File: config.mk
export PLATFORM = sky130hd
export DESIGN_NAME = graph_connectivity_dfs_flat
export DESIGN_NICKNAME = d
export VERILOG_FILES = /design/src/rtl/gcdfs_pkg.sv /design/src/rtl/gcdfs_if.sv /design/src/rtl/gcdfs_ram.sv /design/src/rtl/gcdfs_row_store.sv /design/src/rtl/gcdfs_frontier.sv /design/src/rtl/graph_connectivity_dfs.sv /design/src/flat_wrapper.sv
export SDC_FILE = /design/constraint.sdc
export NUM_CORES = 2
export LEC_CHECK = 0
export BUFFER_PORTS_ARGS = -buffer_cell sky130_fd_sc_hd__buf_2
export CORE_MARGIN = 3
export CORE_UTILIZATION = 30
export CTS_CLUSTER_DIAMETER = 200
export DETAILED_ROUTE_END_ITERATION = 10
export SLEW_MARGIN = 20
export SYNTH_ARGS = -nofsm -noshare
export SYNTH_HDL_FRONTEND = slang
export SYNTH_HIERARCHICAL = 1
export SYNTH_SLANG_ARGS = --single-unit
File: constraint.sdc
create_clock -name clk -period 5.7 [get_ports clk]
set_input_delay 1.71 -clock clk [delete_from_list [all_inputs] [get_ports clk]]
set_output_delay 1.71 -clock clk [all_outputs]
set_load 0.02 [all_outputs]
File: src/rtl/gcdfs_pkg.sv
`timescale 1ns / 1ps
// ----------------------------------------------------------------------------
// Graph connectivity package
// Shared widths, request and register codes, sequencer states and the
// command and status groups that pass between the sequencer and the frontier.
// ----------------------------------------------------------------------------
package gcdfs_pkg;

    // Largest number of vertices the adjacency matrix holds.
    localparam int MAX_VERTICES = 64;

    // Field widths of the request and configuration words.
    localparam int REQ_TYPE_W  = 2;
    localparam int VERTEX_W    = 6;
    localparam int START_W     = 7;
    localparam int COUNT_W     = 7;
    localparam int CFG_INDEX_W = 1;
    localparam int CFG_DATA_W  = 7;

    // Request codes; the fourth code is unused and answers with zeros.
    localparam logic [REQ_TYPE_W-1:0] REQ_INSERT = 2'd0;
    localparam logic [REQ_TYPE_W-1:0] REQ_REMOVE = 2'd1;
    localparam logic [REQ_TYPE_W-1:0] REQ_QUERY  = 2'd2;

    // Configuration register indexes.
    localparam logic [CFG_INDEX_W-1:0] CFG_VERTEX_COUNT  = 1'd0;
    localparam logic [CFG_INDEX_W-1:0] CFG_DIRECTED_MODE = 1'd1;

    // Reset value of the vertex count register.
    localparam logic [COUNT_W-1:0] VERTEX_COUNT_RESET = 7'd64;

    // Sequencer states.
    typedef enum logic [2:0] {
        ST_IDLE,
        ST_EDIT_RD,
        ST_EDIT_WR,
        ST_SEARCH_INIT,
        ST_SEARCH_PICK,
        ST_SEARCH_MERGE,
        ST_RESPOND
    } gcdfs_state_t;

    // Commands from the sequencer to the frontier unit.
    typedef struct packed {
        logic init;
        logic pop;
        logic merge;
    } gcdfs_frontier_cmd_t;

    // Status from the frontier unit back to the sequencer.
    typedef struct packed {
        logic empty;
        logic all_reached;
    } gcdfs_frontier_status_t;

endpackage

File: src/rtl/gcdfs_if.sv
`timescale 1ns / 1ps
// ----------------------------------------------------------------------------
// Graph connectivity channels
// Request and response channels with a valid/ready handshake; a word moves
// at a rising edge where valid and ready are both high.
// ----------------------------------------------------------------------------
interface gcdfs_req_if;
    logic                                valid;
    logic                                ready;
    logic [gcdfs_pkg::REQ_TYPE_W-1:0]    req_type;
    logic [gcdfs_pkg::VERTEX_W-1:0]      from_vertex;
    logic [gcdfs_pkg::VERTEX_W-1:0]      to_vertex;
    logic [gcdfs_pkg::START_W-1:0]       start_vertex;

    modport source (output valid, req_type, from_vertex, to_vertex, start_vertex,
                    input ready);
    modport sink   (input valid, req_type, from_vertex, to_vertex, start_vertex,
                    output ready);
endinterface

interface gcdfs_rsp_if;
    logic valid;
    logic ready;
    logic connected;
    logic range_error;

    modport source (output valid, connected, range_error, input ready);
    modport sink   (input valid, connected, range_error, output ready);
endinterface

File: src/rtl/gcdfs_ram.sv
`timescale 1ns / 1ps
// ----------------------------------------------------------------------------
// Generic RAM
// One write port and one read port with registered read data.
// ----------------------------------------------------------------------------
module gcdfs_ram #(
    parameter int WIDTH = 64,
    parameter int DEPTH = 64
) (
    input  logic                     clk,
    input  logic                     we,
    input  logic [$clog2(DEPTH)-1:0] waddr,
    input  logic [WIDTH-1:0]         wdata,
    input  logic                     re,
    input  logic [$clog2(DEPTH)-1:0] raddr,
    output logic [WIDTH-1:0]         rdata
);

    logic [WIDTH-1:0] mem [DEPTH];
    logic [WIDTH-1:0] rdata_reg;

    // Write port and registered read port.
    always_ff @(posedge clk)
    begin
        if (we)
        begin
            mem[waddr] <= wdata;
        end
        if (re)
        begin
            rdata_reg <= mem[raddr];
        end
    end

    assign rdata = rdata_reg;

endmodule

File: src/rtl/gcdfs_row_store.sv
`timescale 1ns / 1ps
// ----------------------------------------------------------------------------
// Adjacency row store
// Holds one bit row per vertex in a RAM. A valid bit per row, cleared at
// reset, makes a row that was never written read as all zeros.
// ----------------------------------------------------------------------------
module gcdfs_row_store #(
    parameter int MAX_VERTICES = 64
) (
    input  logic                            clk,
    input  logic                            rst_n,
    input  logic                            wr_en,
    input  logic [$clog2(MAX_VERTICES)-1:0] wr_addr,
    input  logic [MAX_VERTICES-1:0]         wr_data,
    input  logic                            rd_en,
    input  logic [$clog2(MAX_VERTICES)-1:0] rd_addr,
    output logic [MAX_VERTICES-1:0]         rd_data
);

    logic [MAX_VERTICES-1:0] row_valid_reg;
    logic [MAX_VERTICES-1:0] row_valid_next;
    logic                    rd_valid_reg;
    logic                    rd_valid_next;
    logic [MAX_VERTICES-1:0] ram_rdata;

    gcdfs_ram #(
        .WIDTH (MAX_VERTICES),
        .DEPTH (MAX_VERTICES)
    ) u_ram (
        .clk   (clk),
        .we    (wr_en),
        .waddr (wr_addr),
        .wdata (wr_data),
        .re    (rd_en),
        .raddr (rd_addr),
        .rdata (ram_rdata)
    );

    // Mark rows as written and track the validity of the row being read.
    always_comb
    begin
        row_valid_next = row_valid_reg;
        rd_valid_next  = rd_valid_reg;
        if (wr_en)
        begin
            row_valid_next[wr_addr] = 1'b1;
        end
        if (rd_en)
        begin
            rd_valid_next = row_valid_reg[rd_addr];
        end
    end

    always_ff @(posedge clk or negedge rst_n)
    begin
        if (!rst_n)
        begin
            row_valid_reg <= '0;
            rd_valid_reg  <= 1'b0;
        end
        else
        begin
            row_valid_reg <= row_valid_next;
            rd_valid_reg  <= rd_valid_next;
        end
    end

    assign rd_data = rd_valid_reg ? ram_rdata : '0;

endmodule

File: src/rtl/gcdfs_frontier.sv
`timescale 1ns / 1ps
// ----------------------------------------------------------------------------
// Search frontier unit
// Holds the pending and visited vertex sets of a depth-first search, picks
// the lowest pending vertex and merges an adjacency row into the frontier.
// ----------------------------------------------------------------------------
module gcdfs_frontier #(
    parameter int MAX_VERTICES = 64
) (
    input  logic                                     clk,
    input  logic                                     rst_n,
    input  gcdfs_pkg::gcdfs_frontier_cmd_t           cmd,
    input  logic [$clog2(MAX_VERTICES)-1:0]          start_idx,
    input  logic [MAX_VERTICES-1:0]                  row_data,
    input  logic [$clog2(MAX_VERTICES+1)-1:0]        active_n,
    output logic [$clog2(MAX_VERTICES)-1:0]          pick_idx,
    output gcdfs_pkg::gcdfs_frontier_status_t        status
);

    localparam int AW = $clog2(MAX_VERTICES);
    localparam int NW = $clog2(MAX_VERTICES + 1);

    logic [MAX_VERTICES-1:0] pending_reg;
    logic [MAX_VERTICES-1:0] pending_next;
    logic [MAX_VERTICES-1:0] visited_reg;
    logic [MAX_VERTICES-1:0] visited_next;
    logic [MAX_VERTICES-1:0] active_mask;
    logic [MAX_VERTICES-1:0] pick_onehot;
    logic [MAX_VERTICES-1:0] start_onehot;
    logic [AW-1:0]           pick_code;

    // Vertices in use: every index below the active count.
    always_comb
    begin
        for (int i = 0; i < MAX_VERTICES; i++)
        begin
            active_mask[i]  = (NW'(i) < active_n);
            start_onehot[i] = (start_idx == AW'(i));
        end
    end

    // Isolate the lowest pending vertex and encode its index.
    always_comb
    begin
        pick_onehot = pending_reg & (~pending_reg + 1'b1);
        pick_code   = '0;
        for (int i = 0; i < MAX_VERTICES; i++)
        begin
            pick_code = pick_code | (pick_onehot[i] ? AW'(i) : '0);
        end
    end

    assign pick_idx           = pick_code;
    assign status.empty       = (pending_reg == '0);
    assign status.all_reached = ((visited_reg & active_mask) == active_mask);

    // Frontier update: start, move the picked vertex to visited, or merge a row.
    always_comb
    begin
        pending_next = pending_reg;
        visited_next = visited_reg;
        priority if (cmd.init)
        begin
            pending_next = start_onehot;
            visited_next = '0;
        end
        else if (cmd.pop)
        begin
            pending_next = pending_reg & ~pick_onehot;
            visited_next = visited_reg | pick_onehot;
        end
        else if (cmd.merge)
        begin
            pending_next = pending_reg | (row_data & ~visited_reg & active_mask);
        end
    end

    always_ff @(posedge clk or negedge rst_n)
    begin
        if (!rst_n)
        begin
            pending_reg <= '0;
            visited_reg <= '0;
        end
        else
        begin
            pending_reg <= pending_next;
            visited_reg <= visited_next;
        end
    end

    // The two sets never share a vertex.
    a_sets_disjoint: assert property (@(posedge clk) disable iff (!rst_n)
        (pending_reg & visited_reg) == '0)
        else $error("pending and visited sets overlap");

    // A picked vertex has not been visited yet.
    a_pick_unvisited: assert property (@(posedge clk) disable iff (!rst_n)
        cmd.pop |-> (!visited_reg[pick_idx] && pending_reg[pick_idx]))
        else $error("picked vertex is not a fresh pending vertex");

    // A new search starts from exactly one vertex with nothing visited.
    a_init_state: assert property (@(posedge clk) disable iff (!rst_n)
        cmd.init |=> ($onehot(pending_reg) && visited_reg == '0))
        else $error("search did not start from a single vertex");

endmodule

File: src/rtl/graph_connectivity_dfs.sv
`timescale 1ns / 1ps
// ----------------------------------------------------------------------------
// Graph connectivity by depth-first search
// Keeps an adjacency bit matrix and answers edge insert, edge remove and
// connectivity query requests, one at a time.
// ----------------------------------------------------------------------------
// Usage:
//   Requests arrive as words on the req channel and each produces exactly one
//   word on the rsp channel (connected, range_error). The cfg port writes
//   vertex_count (index 0) and directed_mode (index 1); write it only while
//   no request is in flight.
//   An insert or remove reads and writes back each row touched: one row in
//   directed mode, two in undirected mode. A query runs a pick and row-merge
//   loop over the read port of the row RAM, one pass per vertex reached.
//   Out-of-range requests go straight to the response.
//   req.ready is high only while the sequencer is idle. A result waits in the
//   output register until taken; the next request is accepted meanwhile, and
//   its own result is held back until the register is free.
//   Reset clears the graph (per-row valid bits, no clearing pass), sets the
//   vertex count to 64 and selects undirected mode.
// ----------------------------------------------------------------------------
module graph_connectivity_dfs (
    input  logic                                clk,
    input  logic                                rst_n,
    input  logic                                cfg_we,
    input  logic [gcdfs_pkg::CFG_INDEX_W-1:0]   cfg_index,
    input  logic [gcdfs_pkg::CFG_DATA_W-1:0]    cfg_data,
    gcdfs_req_if.sink                           req,
    gcdfs_rsp_if.source                         rsp
);

    localparam int MAX_VERTICES = gcdfs_pkg::MAX_VERTICES;
    localparam int AW  = $clog2(MAX_VERTICES);
    localparam int NW0 = $clog2(MAX_VERTICES + 1);
    localparam int NW  = (NW0 > gcdfs_pkg::COUNT_W) ? NW0 : gcdfs_pkg::COUNT_W;
    localparam int FNW = NW0;

    gcdfs_pkg::gcdfs_state_t state_reg;
    gcdfs_pkg::gcdfs_state_t state_next;

    logic [gcdfs_pkg::COUNT_W-1:0] vertex_count_reg;
    logic                          directed_mode_reg;

    logic [AW-1:0] edit_row_reg;
    logic [AW-1:0] edit_row_next;
    logic [AW-1:0] edit_col_reg;
    logic [AW-1:0] edit_col_next;
    logic          op_insert_reg;
    logic          op_insert_next;
    logic          second_reg;
    logic          second_next;
    logic [AW-1:0] start_idx_reg;
    logic [AW-1:0] start_idx_next;
    logic          res_conn_reg;
    logic          res_conn_next;
    logic          res_err_reg;
    logic          res_err_next;

    logic rsp_valid_reg;
    logic rsp_valid_next;
    logic rsp_conn_reg;
    logic rsp_conn_next;
    logic rsp_err_reg;
    logic rsp_err_next;

    logic [NW-1:0]           active_n;
    logic                    from_ok;
    logic                    to_ok;
    logic                    start_ok;
    logic                    store_wr;
    logic                    store_rd;
    logic [AW-1:0]           store_rd_addr;
    logic [MAX_VERTICES-1:0] store_wr_data;
    logic [MAX_VERTICES-1:0] store_rd_data;
    logic [MAX_VERTICES-1:0] col_onehot;
    logic [AW-1:0]           pick_idx;

    gcdfs_pkg::gcdfs_frontier_cmd_t    fcmd;
    gcdfs_pkg::gcdfs_frontier_status_t fstatus;

    // Configuration registers.
    always_ff @(posedge clk or negedge rst_n)
    begin
        if (!rst_n)
        begin
            vertex_count_reg  <= gcdfs_pkg::VERTEX_COUNT_RESET;
            directed_mode_reg <= 1'b0;
        end
        else if (cfg_we)
        begin
            unique case (cfg_index)
                gcdfs_pkg::CFG_VERTEX_COUNT:  vertex_count_reg  <= cfg_data;
                gcdfs_pkg::CFG_DIRECTED_MODE: directed_mode_reg <= cfg_data[0];
                default: ;
            endcase
        end
    end

    // Vertex count in use, capped at the matrix size, and the range checks.
    always_comb
    begin
        if (NW'(vertex_count_reg) > NW'(MAX_VERTICES))
        begin
            active_n = NW'(MAX_VERTICES);
        end
        else
        begin
            active_n = NW'(vertex_count_reg);
        end
    end

    assign from_ok  = (NW'(req.from_vertex) < active_n);
    assign to_ok    = (NW'(req.to_vertex) < active_n);
    assign start_ok = (req.start_vertex != '0) && (NW'(req.start_vertex) <= active_n);

    // One-hot column of the edge being edited, and the edited row.
    always_comb
    begin
        for (int i = 0; i < MAX_VERTICES; i++)
        begin
            col_onehot[i] = (edit_col_reg == AW'(i));
        end
    end

    assign store_wr_data = op_insert_reg ? (store_rd_data | col_onehot)
                                         : (store_rd_data & ~col_onehot);

    gcdfs_row_store #(
        .MAX_VERTICES (MAX_VERTICES)
    ) u_rows (
        .clk     (clk),
        .rst_n   (rst_n),
        .wr_en   (store_wr),
        .wr_addr (edit_row_reg),
        .wr_data (store_wr_data),
        .rd_en   (store_rd),
        .rd_addr (store_rd_addr),
        .rd_data (store_rd_data)
    );

    gcdfs_frontier #(
        .MAX_VERTICES (MAX_VERTICES)
    ) u_frontier (
        .clk       (clk),
        .rst_n     (rst_n),
        .cmd       (fcmd),
        .start_idx (start_idx_reg),
        .row_data  (store_rd_data),
        .active_n  (FNW'(active_n)),
        .pick_idx  (pick_idx),
        .status    (fstatus)
    );

    // Sequencer: next state, datapath control and result words.
    always_comb
    begin
        state_next     = state_reg;
        edit_row_next  = edit_row_reg;
        edit_col_next  = edit_col_reg;
        op_insert_next = op_insert_reg;
        second_next    = second_reg;
        start_idx_next = start_idx_reg;
        res_conn_next  = res_conn_reg;
        res_err_next   = res_err_reg;
        rsp_valid_next = rsp_valid_reg && !rsp.ready;
        rsp_conn_next  = rsp_conn_reg;
        rsp_err_next   = rsp_err_reg;
        req.ready      = 1'b0;
        store_wr       = 1'b0;
        store_rd       = 1'b0;
        store_rd_addr  = edit_row_reg;
        fcmd           = '0;

        unique case (state_reg)
            gcdfs_pkg::ST_IDLE:
            begin
                req.ready = 1'b1;
                if (req.valid)
                begin
                    op_insert_next = (req.req_type == gcdfs_pkg::REQ_INSERT);
                    edit_row_next  = AW'(req.from_vertex);
                    edit_col_next  = AW'(req.to_vertex);
                    second_next    = 1'b0;
                    start_idx_next = AW'(NW'(req.start_vertex) - NW'(1));
                    res_conn_next  = 1'b0;
                    res_err_next   = 1'b0;
                    priority if (req.req_type == gcdfs_pkg::REQ_INSERT ||
                                 req.req_type == gcdfs_pkg::REQ_REMOVE)
                    begin
                        if (from_ok && to_ok)
                        begin
                            state_next = gcdfs_pkg::ST_EDIT_RD;
                        end
                        else
                        begin
                            res_err_next = 1'b1;
                            state_next   = gcdfs_pkg::ST_RESPOND;
                        end
                    end
                    else if (req.req_type == gcdfs_pkg::REQ_QUERY)
                    begin
                        if (start_ok)
                        begin
                            state_next = gcdfs_pkg::ST_SEARCH_INIT;
                        end
                        else
                        begin
                            res_err_next = 1'b1;
                            state_next   = gcdfs_pkg::ST_RESPOND;
                        end
                    end
                    else
                    begin
                        state_next = gcdfs_pkg::ST_RESPOND;
                    end
                end
            end

            gcdfs_pkg::ST_EDIT_RD:
            begin
                store_rd   = 1'b1;
                state_next = gcdfs_pkg::ST_EDIT_WR;
            end

            gcdfs_pkg::ST_EDIT_WR:
            begin
                store_wr = 1'b1;
                // In undirected mode the mirrored bit is edited in a second pass.
                if (!directed_mode_reg && !second_reg)
                begin
                    second_next   = 1'b1;
                    edit_row_next = edit_col_reg;
                    edit_col_next = edit_row_reg;
                    state_next    = gcdfs_pkg::ST_EDIT_RD;
                end
                else
                begin
                    state_next = gcdfs_pkg::ST_RESPOND;
                end
            end

            gcdfs_pkg::ST_SEARCH_INIT:
            begin
                fcmd.init  = 1'b1;
                state_next = gcdfs_pkg::ST_SEARCH_PICK;
            end

            gcdfs_pkg::ST_SEARCH_PICK:
            begin
                if (fstatus.empty)
                begin
                    res_conn_next = fstatus.all_reached;
                    state_next    = gcdfs_pkg::ST_RESPOND;
                end
                else
                begin
                    fcmd.pop      = 1'b1;
                    store_rd      = 1'b1;
                    store_rd_addr = pick_idx;
                    state_next    = gcdfs_pkg::ST_SEARCH_MERGE;
                end
            end

            gcdfs_pkg::ST_SEARCH_MERGE:
            begin
                fcmd.merge = 1'b1;
                state_next = gcdfs_pkg::ST_SEARCH_PICK;
            end

            gcdfs_pkg::ST_RESPOND:
            begin
                if (!rsp_valid_reg || rsp.ready)
                begin
                    rsp_valid_next = 1'b1;
                    rsp_conn_next  = res_conn_reg;
                    rsp_err_next   = res_err_reg;
                    state_next     = gcdfs_pkg::ST_IDLE;
                end
            end

            default:
            begin
                state_next = gcdfs_pkg::ST_IDLE;
            end
        endcase
    end

    always_ff @(posedge clk or negedge rst_n)
    begin
        if (!rst_n)
        begin
            state_reg     <= gcdfs_pkg::ST_IDLE;
            rsp_valid_reg <= 1'b0;
        end
        else
        begin
            state_reg     <= state_next;
            rsp_valid_reg <= rsp_valid_next;
        end
    end

    // Payload registers of the item in work and of the output word.
    always_ff @(posedge clk)
    begin
        edit_row_reg  <= edit_row_next;
        edit_col_reg  <= edit_col_next;
        op_insert_reg <= op_insert_next;
        second_reg    <= second_next;
        start_idx_reg <= start_idx_next;
        res_conn_reg  <= res_conn_next;
        res_err_reg   <= res_err_next;
        rsp_conn_reg  <= rsp_conn_next;
        rsp_err_reg   <= rsp_err_next;
    end

    assign rsp.valid       = rsp_valid_reg;
    assign rsp.connected   = rsp_conn_reg;
    assign rsp.range_error = rsp_err_reg;

    // A row is written back only right after it was read.
    a_write_after_read: assert property (@(posedge clk) disable iff (!rst_n)
        store_wr |-> $past(store_rd))
        else $error("row written without a preceding read");

    // An edit with a vertex out of range goes straight to the response.
    a_edit_error_skips: assert property (@(posedge clk) disable iff (!rst_n)
        (req.valid && req.ready &&
         (req.req_type == gcdfs_pkg::REQ_INSERT || req.req_type == gcdfs_pkg::REQ_REMOVE) &&
         !(from_ok && to_ok))
        |=> (state_reg == gcdfs_pkg::ST_RESPOND && res_err_reg))
        else $error("out-of-range edit was not rejected");

    // A failed request never reports connectivity.
    a_error_not_connected: assert property (@(posedge clk) disable iff (!rst_n)
        (state_reg == gcdfs_pkg::ST_RESPOND && res_err_reg) |-> !res_conn_reg)
        else $error("range error together with connected");

    // A result word is loaded only when the output register is free or drains.
    a_no_overwrite: assert property (@(posedge clk) disable iff (!rst_n)
        (rsp.valid && !rsp.ready) |=> (rsp.valid && $stable(rsp.connected) &&
                                       $stable(rsp.range_error)))
        else $error("waiting result word was overwritten");

endmodule

File: src/flat_wrapper.sv
// flat-port wrapper written by rule: the top's interface ports become plain ports
module graph_connectivity_dfs_flat 
  (clk, rst_n, cfg_we, cfg_index, cfg_data, req_valid, req_req_type, req_from_vertex, req_to_vertex, req_start_vertex, req_ready, rsp_valid, rsp_connected, rsp_range_error, rsp_ready);
  gcdfs_req_if req_i ();
  gcdfs_rsp_if rsp_i ();
  input  logic clk;
  input  logic rst_n;
  input  logic cfg_we;
  input  logic [gcdfs_pkg::CFG_INDEX_W-1:0] cfg_index;
  input  logic [gcdfs_pkg::CFG_DATA_W-1:0] cfg_data;
  input wire logic [$bits(req_i.valid)-1:0] req_valid;
  input wire logic [$bits(req_i.req_type)-1:0] req_req_type;
  input wire logic [$bits(req_i.from_vertex)-1:0] req_from_vertex;
  input wire logic [$bits(req_i.to_vertex)-1:0] req_to_vertex;
  input wire logic [$bits(req_i.start_vertex)-1:0] req_start_vertex;
  output wire logic [$bits(req_i.ready)-1:0] req_ready;
  output wire logic [$bits(rsp_i.valid)-1:0] rsp_valid;
  output wire logic [$bits(rsp_i.connected)-1:0] rsp_connected;
  output wire logic [$bits(rsp_i.range_error)-1:0] rsp_range_error;
  input wire logic [$bits(rsp_i.ready)-1:0] rsp_ready;
  assign req_i.valid = req_valid;
  assign req_i.req_type = req_req_type;
  assign req_i.from_vertex = req_from_vertex;
  assign req_i.to_vertex = req_to_vertex;
  assign req_i.start_vertex = req_start_vertex;
  assign req_ready = req_i.ready;
  assign rsp_valid = rsp_i.valid;
  assign rsp_connected = rsp_i.connected;
  assign rsp_range_error = rsp_i.range_error;
  assign rsp_i.ready = rsp_ready;
  graph_connectivity_dfs u_core (.clk(clk), .rst_n(rst_n), .cfg_we(cfg_we), .cfg_index(cfg_index), .cfg_data(cfg_data), .req(req_i), .rsp(rsp_i));
endmodule
# Word-level counts from Yosys, hierarchy flattened
# Memory sizes are Yosys's and may differ from the RTL's. A register that Yosys moved wholly into a read port is not among the register bits.
# Index checks and enable logic that the tools add are counted.
dict set report word_totals {
  elab_cells 448
  n_memories 1
  input_bits 34
  rom_bits 0
  ramBits 4096
  latch_bits 0
  ff_bits 229
}
dict set report classes {
  n_lt_le_gt_ge 71
  add_sub_neg 2
  eq_ne 139
  n_div 0
  shift 0
  mul 0
  n_bitwise 77
  muxes 112
  n_reduce_logical 29
}
# memory words word_bits rd rd_ports_with_merged_regs write_ports line_no
set mem_list {}
lappend mem_list {u_core.u_rows.u_ram.mem 64 64 1 1 1 gcdfs_ram.sv:19} ;# logic [WIDTH-1:0] mem [DEPTH];
# operator n
set op_table {}
lappend op_table {{64-bit 2-to-1 mux} 7}
lappend op_table {{64-bit AND} 6}
lappend op_table {{6-bit equality test (second input constant)} 64}
lappend op_table {{64-bit inverter} 4}
lappend op_table {{64-bit bitwise OR} 4}
lappend op_table {{6-bit 2-to-1 mux} 38}
lappend op_table {{6-bit by 7-bit < comparator with 1-bit output (first input constant)} 32}
lappend op_table {{6-bit by 5-bit equality test with 1-bit output (second input constant)} 32}
lappend op_table {{6-bit bitwise OR} 31}
lappend op_table {{5-bit by 7-bit < comparator with 1-bit output (first input constant)} 16}
lappend op_table {{6-bit by 4-bit equality test with 1-bit output (second input constant)} 16}
lappend op_table {{5-bit 2-to-1 mux} 16}
lappend op_table {{5-bit bitwise OR} 15}
lappend op_table {{64-bit by 1-bit adder with 64-bit output (second input constant)} 1}
lappend op_table {{64-bit equality test} 1}
lappend op_table {{64-bit logical NOT} 1}
lappend op_table {{4-bit by 7-bit < comparator with 1-bit output (first input constant)} 8}
lappend op_table {{6-bit by 3-bit equality test with 1-bit output (second input constant)} 8}
lappend op_table {{3-bit 2-to-1 mux} 11}
lappend op_table {{4-bit 2-to-1 mux} 8}
lappend op_table {{3-bit by 7-bit < comparator with 1-bit output (first input constant)} 4}
lappend op_table {{4-bit bitwise OR} 7}
lappend op_table {{6-bit by 2-bit equality test with 1-bit output (second input constant)} 4}
lappend op_table {{6-bit case mux with 2 select lines} 2}
lappend op_table {{43 further kinds} 94}

# Longest topological paths before layout
dict set report depth {
  depth_word 70
  depth_mapped 19
  depth_no_buf 13
}

# By module
# Netlist, hierarchy kept.
# mod area_each_um2 cells_per_inst instances
set by_module_without_submodules {}
lappend by_module_without_submodules {gcdfs_ram 156989.3 6598 1}
lappend by_module_without_submodules {gcdfs_frontier 8923.6 1102 1}
lappend by_module_without_submodules {gcdfs_row_store 3458.3 307 1}
lappend by_module_without_submodules {graph_connectivity_dfs 3423.3 362 1}

# Least setup slack after synthesis
# No wires, ideal clock.
dict set report synth_timing {
  kind {flip-flop to flip-flop}
  startpoint {register u_core.state_reg[2]}
  endpoint {memory u_core.u_rows.u_ram.mem[48][0], enable pin}
  required_time_ns 5.136
  t_arrival_ns 5.610
  setup_slack_ns -0.474
  stages_incl_launch_ff 7
  path_buffers 2
  setup_ns 0.564
  cell_sequence {dfrtp_1 and2b_1 nor2b_1 buf_2 buf_6 nand4b_1 nor3_1}
}
dict set report synth_via {
  elab_chain_cells 4
}
# element line_no
set synth_lines {}
lappend synth_lines {{from (decl)} graph_connectivity_dfs.sv:38} ;# gcdfs_pkg::gcdfs_state_t state_reg;
lappend synth_lines {{from (signal assigned)} graph_connectivity_dfs.sv:292} ;# state_reg <= gcdfs_pkg::ST_IDLE;
lappend synth_lines {{from (signal assigned)} graph_connectivity_dfs.sv:297} ;# state_reg <= state_next;
lappend synth_lines {{3-bit by 2-bit equality test with 1-bit output} graph_connectivity_dfs.sv:174} ;# unique case (state_reg)
lappend synth_lines {{1-bit 2-to-1 mux} graph_connectivity_dfs.sv:174}
lappend synth_lines {{1-bit 2-to-1 mux} gcdfs_ram.sv:25} ;# if (we)
lappend synth_lines {{1-bit 2-to-1 mux (implied by the code)} gcdfs_ram.sv:27} ;# mem[waddr] <= wdata;
lappend synth_lines {{to (decl)} gcdfs_ram.sv:19}
# Every way passes these cells.

# Worst setup path after layout
dict set report layout_timing {
  startpoint {register u_core.u_frontier.pending_reg[4]}
  endpoint {register u_core.u_rows.u_ram.rdata_reg[20], in the netlist u_core/u_rows/u_ram/rdata[20], read port of u_core.u_rows.u_ram.mem (data pin)}
}
dict set report layout_via {
  elab_cells_between_ends 128
  cone_classes {1 x add/sub; 64 x mux; 62 x bitwise; 1 x reduce/logical}
}
# element line_no
set layout_lines {}
lappend layout_lines {{from (decl)} gcdfs_frontier.sv:23} ;# logic [MAX_VERTICES-1:0] pending_reg;
lappend layout_lines {{from (signal assigned)} gcdfs_frontier.sv:87} ;# pending_reg <= pending_next;
lappend layout_lines {{64-bit inverter (*)} gcdfs_frontier.sv:45} ;# pick_onehot = pending_reg & (~pending_reg + 1'b1);
lappend layout_lines {{64-bit by 1-bit adder with 64-bit output (*)} gcdfs_frontier.sv:45}
lappend layout_lines {{64-bit AND (*)} gcdfs_frontier.sv:45}
lappend layout_lines {{3-bit 2-to-1 mux} gcdfs_frontier.sv:49} ;# pick_code = pick_code | (pick_onehot[i] ? AW'(i) : '0);
lappend layout_lines {{3-bit bitwise OR (3 in series)} gcdfs_frontier.sv:49}
lappend layout_lines {{3-bit by 4-bit bitwise OR with 4-bit output} gcdfs_frontier.sv:49}
lappend layout_lines {{4-bit bitwise OR (7 in series)} gcdfs_frontier.sv:49}
lappend layout_lines {{4-bit by 5-bit bitwise OR with 5-bit output} gcdfs_frontier.sv:49}
lappend layout_lines {{5-bit bitwise OR (15 in series)} gcdfs_frontier.sv:49}
lappend layout_lines {{5-bit by 6-bit bitwise OR with 6-bit output} gcdfs_frontier.sv:49}
lappend layout_lines {{6-bit bitwise OR (30 in series)} gcdfs_frontier.sv:49}
lappend layout_lines {{6-bit bitwise OR (*)} gcdfs_frontier.sv:49}
lappend layout_lines {{named net u_core.pick_idx[0]} graph_connectivity_dfs.sv:76} ;# logic [AW-1:0] pick_idx;
lappend layout_lines {{6-bit 2-to-1 mux (*)} graph_connectivity_dfs.sv:250} ;# if (fstatus.empty)
lappend layout_lines {{6-bit 2-to-1 mux (*)} graph_connectivity_dfs.sv:174}
lappend layout_lines {{named net u_core.store_rd_addr[0]} graph_connectivity_dfs.sv:72} ;# logic [AW-1:0] store_rd_addr;
lappend layout_lines {{to (decl)} gcdfs_ram.sv:20} ;# logic [WIDTH-1:0] rdata_reg;
# Mark *: on every way through the listed nets, which the timed path passes. The rest lies on a longest branch.
# A chain may end at the register's enable or synchronous reset.

==> results.py <==
metrics = {
    "logic_synthesis": {
        "muxShareOfSynthArea": 0.1494,
        "synth_xor_area_frac": 0.0002027,
        "synth_fp_nets": 8422,
        "ys_ff_latch": 4389,
        "synthAdderAreaFrac": 0.001376,
        "ys_types": 100,
        "async_flop_share": 0.04671,
        "syn_inst": 8369,
        "synthSimpleGateAreaFrac": 0.03623,
        "syn_area_um2": 172800,
        "yosysWarnings": 6,
        "synth_compound_area_frac": 0.04075,
        "avgSynthCellArea_um2": 20.65,
        "synth_top_family_by_area": "multiplexers",
        "ys.flop_type": "edfxtp_1",
        "yosysSeqAreaShare": 0.7568,
        "synth_edf_count": 4184,
    },
    "timing": {
        "fin_crit_sh": 0.9778,
        "setup_ws_ns": 0.1264,
        "slew_headroom": 0.1584,
        "tightest_slew_ns": 1.251,
        "timing.final.hold_violations": 0,
        "timing.fmax_mhz": 179.4,
        "finalClockSkew_ns": 0.06330,
        "final-setup-viol-count": 0,
        "drv_slew": 0,
        "rsz0062_at_grt": "no",
        "post-route-min-period_ns": 5.574,
    },
    "power": {
        "p_int_uw": 73990,
        "switching_share": 0.3314,
        "comb_power_share": 0.355,
        "ir_drop_mv": 0.4413,
        "power.switching_uw": 36670,
        "cellLeakagePower_uw": 0.06461,
        "seq_power_share": 0.386,
        "power.density_nw_per_um2": 546.7,
        "pwr-share-clk": 0.259,
    },
    "place": {
        "dpl.hpwl_um": 310400,
        "placed_cell_area_um2": 188000,
        "post-place-ws_ns": -0.4655,
        "port_buffers": 37,
        "place.gp.congestion": 0.9256,
    },
    "worst_hold_path": {
        "hold_path.class": "register to register",
        "min-delay-start": "u_core/res_conn_reg",
    },
    "global_routing": {
        "grt_util_all_layers": 0.1808,
        "grt_pass1_wl_um": 750900,
        "grt_start_max_net_pins": 94,
        "grt_pass1_vias": 92910,
        "grt_antenna_before_repair": 35,
        "grt_overflow": 0,
    },
    "cts": {
        "cts_max_level": 5,
        "tritoncts": "built",
        "clk_latency_ns": 1.01,
        "cts_sinks": 4389,
        "ctsHoldBuffers": 0,
        "clkTransAtPathRegs_ns": 0.07,
        "clockBufferDepth": 4,
        "cts_made_buffers": 425,
        "cts_root_buf": "clkbuf_16",
    },
    "critical_path": {
        "crit_path_end_kind": "register",
        "cp.required_ns": 6.43,
        "startpoint_type": "register",
        "startpoint": "u_core/u_frontier/pending_reg[4]",
        "r2r-start": "u_core/u_frontier/pending_reg[4]",
        "worstPathMaxFanout": 13,
        "path_class": "register to register",
        "cp.arrival_ns": 6.30,
    },
    "floorplanning": {
        "coreArea_um2": 573600,
        "die_height_um": 764.9,
        "die-area_um2": 585100,
        "io_pins": 38,
        "initial_core_util": 0.3013,
        "rows": 278,
        "die_w_um": 764.9,
    },
    "detailed_routing": {
        "dr_total_vias": 93610,
        "drt_iter0_markers": 13460,
        "first_pass_iters": 6,
        "drc_errors": 0,
        "ant_nets": 0,
        "drt-wirelength-per-cell_um": 32.08,
        "finalWirelength_um": 543600,
        "viasPerCell": 5.524,
    },
    "finish": {
        "fin_nets": 9061,
        "fill_cells": 52380,
        "final_area_um2": 202400,
        "fin_util": 0.3529,
        "seqCellArea_um2": 130800,
        "largest_reg_flops": 4096,
        "multi_input_area_um2": 40240,
        "syn2layout_area_growth_pct": 17.13,
        "drive_gt1_frac": 0.2807,
        "top_register": "u_core/u_rows/u_ram/mem",
    },
    "run_status": {
        "status": "finished, final reports clean",
    },
    "flow_run": {
        "maxCapViolCount": 0,
    },
}
-- metal layers --
metal / track usage / share of wire
met1: 0.2407 / 0.38
met2: 0.2910 / 0.47
met3: 0.04021 / 0.11
met4: 0.06599 / 0.043
met5: 0 / 0.000086
-- per-stage QoR --
stage / setup TNS, ns / total power [uW] / hold slack [ns] / std cells
final: 0 / 110700 / 0.4333 / 16950
after global routing: 0 / 114500 / 0.4468 / 16930
after CTS: 0 / 111000 / 0.4382 / 16930
after detailed placement: -9.625 / 82440 / 0.4244 / 16140
after global placement: -36.68 / 81690 / 0.4204 / 16140
after floorplan: 0 / 66510 / 0.4003 / 8369
-- repair_timing --
| item | in CTS | in global routing |
|---|---|---|
| setup endpoints to repair | 60 | 5 |
| pin swaps | 1 | 1 |
| buffers inserted | 2 | 2 |
| hold endpoints to repair | 0 | 0 |
| resized for setup | 3 | 7 |
-- critical path: stages (launching register included) --
cell and delay, ns:
dfrtp_1 0.54, nor4_4 0.05, buf_4 0.18, buf_4 0.15, and3_1 0.32, nand3_1 0.22
o21ai_0 0.24, or4_1 0.53, or3_1 0.37, or3_1 0.38, mux2_8 0.46, buf_12 0.23
buf_12 0.17, buf_4 0.21, mux4_2 0.42, mux2i_1 0.15, o22ai_1 0.13, a41oi_1 0.31
buf_4 0.17, a211oi_1 0.04
-- synth_stat cells, types with 38 or more instances --
cell,instances,area share
or3_1,38,0.0014
nand3_1,104,0.0030
o21ai_0,42,0.0012
a31oi_1,54,0.0020
mux4_2,1029,0.13
clkbuf_1,212,0.0046
dfrtp_1,204,0.030
a22o_1,89,0.0045
and2_1,76,0.0028
nor4_1,42,0.0015
a211oi_1,88,0.0038
buf_2,204,0.0059
a21oi_1,118,0.0034
nand2_1,197,0.0043
and3_1,87,0.0031
nor2_1,315,0.0068
buf_4,38,0.0017
edfxtp_1,4184,0.73
nor3_1,53,0.0015
a22oi_1,177,0.0077
o221ai_1,40,0.0020
mux2_1,76,0.0050
nor2b_1,50,0.0018
o22ai_1,90,0.0033
inv_1,73,0.0016
mux2i_1,140,0.0081
-- cell families (layout without fill, tap and decap cells) --
kind of cell             Yosys count  count (layout)
flip-flops                      4389            4389
adder cells (fa/ha/maj)           19              19
other                              0              15
XOR/XNOR                           4               4
buffers and inverters            568            1569
multiplexers                    1270            1270
AND/OR/NAND/NOR                 1161            1161
AO/OA/AOI/OAI                    958             958
-- cell usage in the layout, fill, tap and decap left out, types with 118 or more instances in the layout --
cell       count
nand2_1      194
edfxtp_1    4184
mux2i_1      140
a21oi_1      118
mux4_2      1029
a22oi_1      177
buf_4        491
buf_12       177
dfrtp_1      203
nor2_1       244
clkbuf_16    429
-- path summary, 6_finish.rpt --
check	end	slack [ns]	depth (start not counted)
setup / recovery	u_core/u_rows/u_ram/rdata[20]	0.13	19
hold / removal	u_core/rsp.connected	0.43	0
setup reg to reg	u_core/u_rows/u_ram/rdata[20]	0.13	19
hold reg to reg	u_core/rsp.connected	0.43	0
max in group asynchronous	u_core/u_rows/row_valid_reg[27]	3.76	2
min in group asynchronous	u_core/rsp.valid	0.79	1
-- power by group through the flow --
stage          clock network (uW)  logic, uW  registers, uW
3_5_place_dp                    0      39100          43400
4_1_cts                     29100      39200          42700
5_1_grt                     30400      41400          42700
2_1_floorplan                   0      23800          42700
6_report                    28700      39300          42700
3_3_place_gp                    0      38400          43300
-- cell type report --
type	instances	area share
multi-input cells	3412	0.1988
flip-flops and latches	4389	0.6461
clock inverters	286	0.01532
inverters	75	0.001391
diodes	15	0.0001855
well taps	7560	0.04673
clock buffers	503	0.05476
repair buffers	705	0.03668
Note: power is estimated with default switching activity, not from simulation.
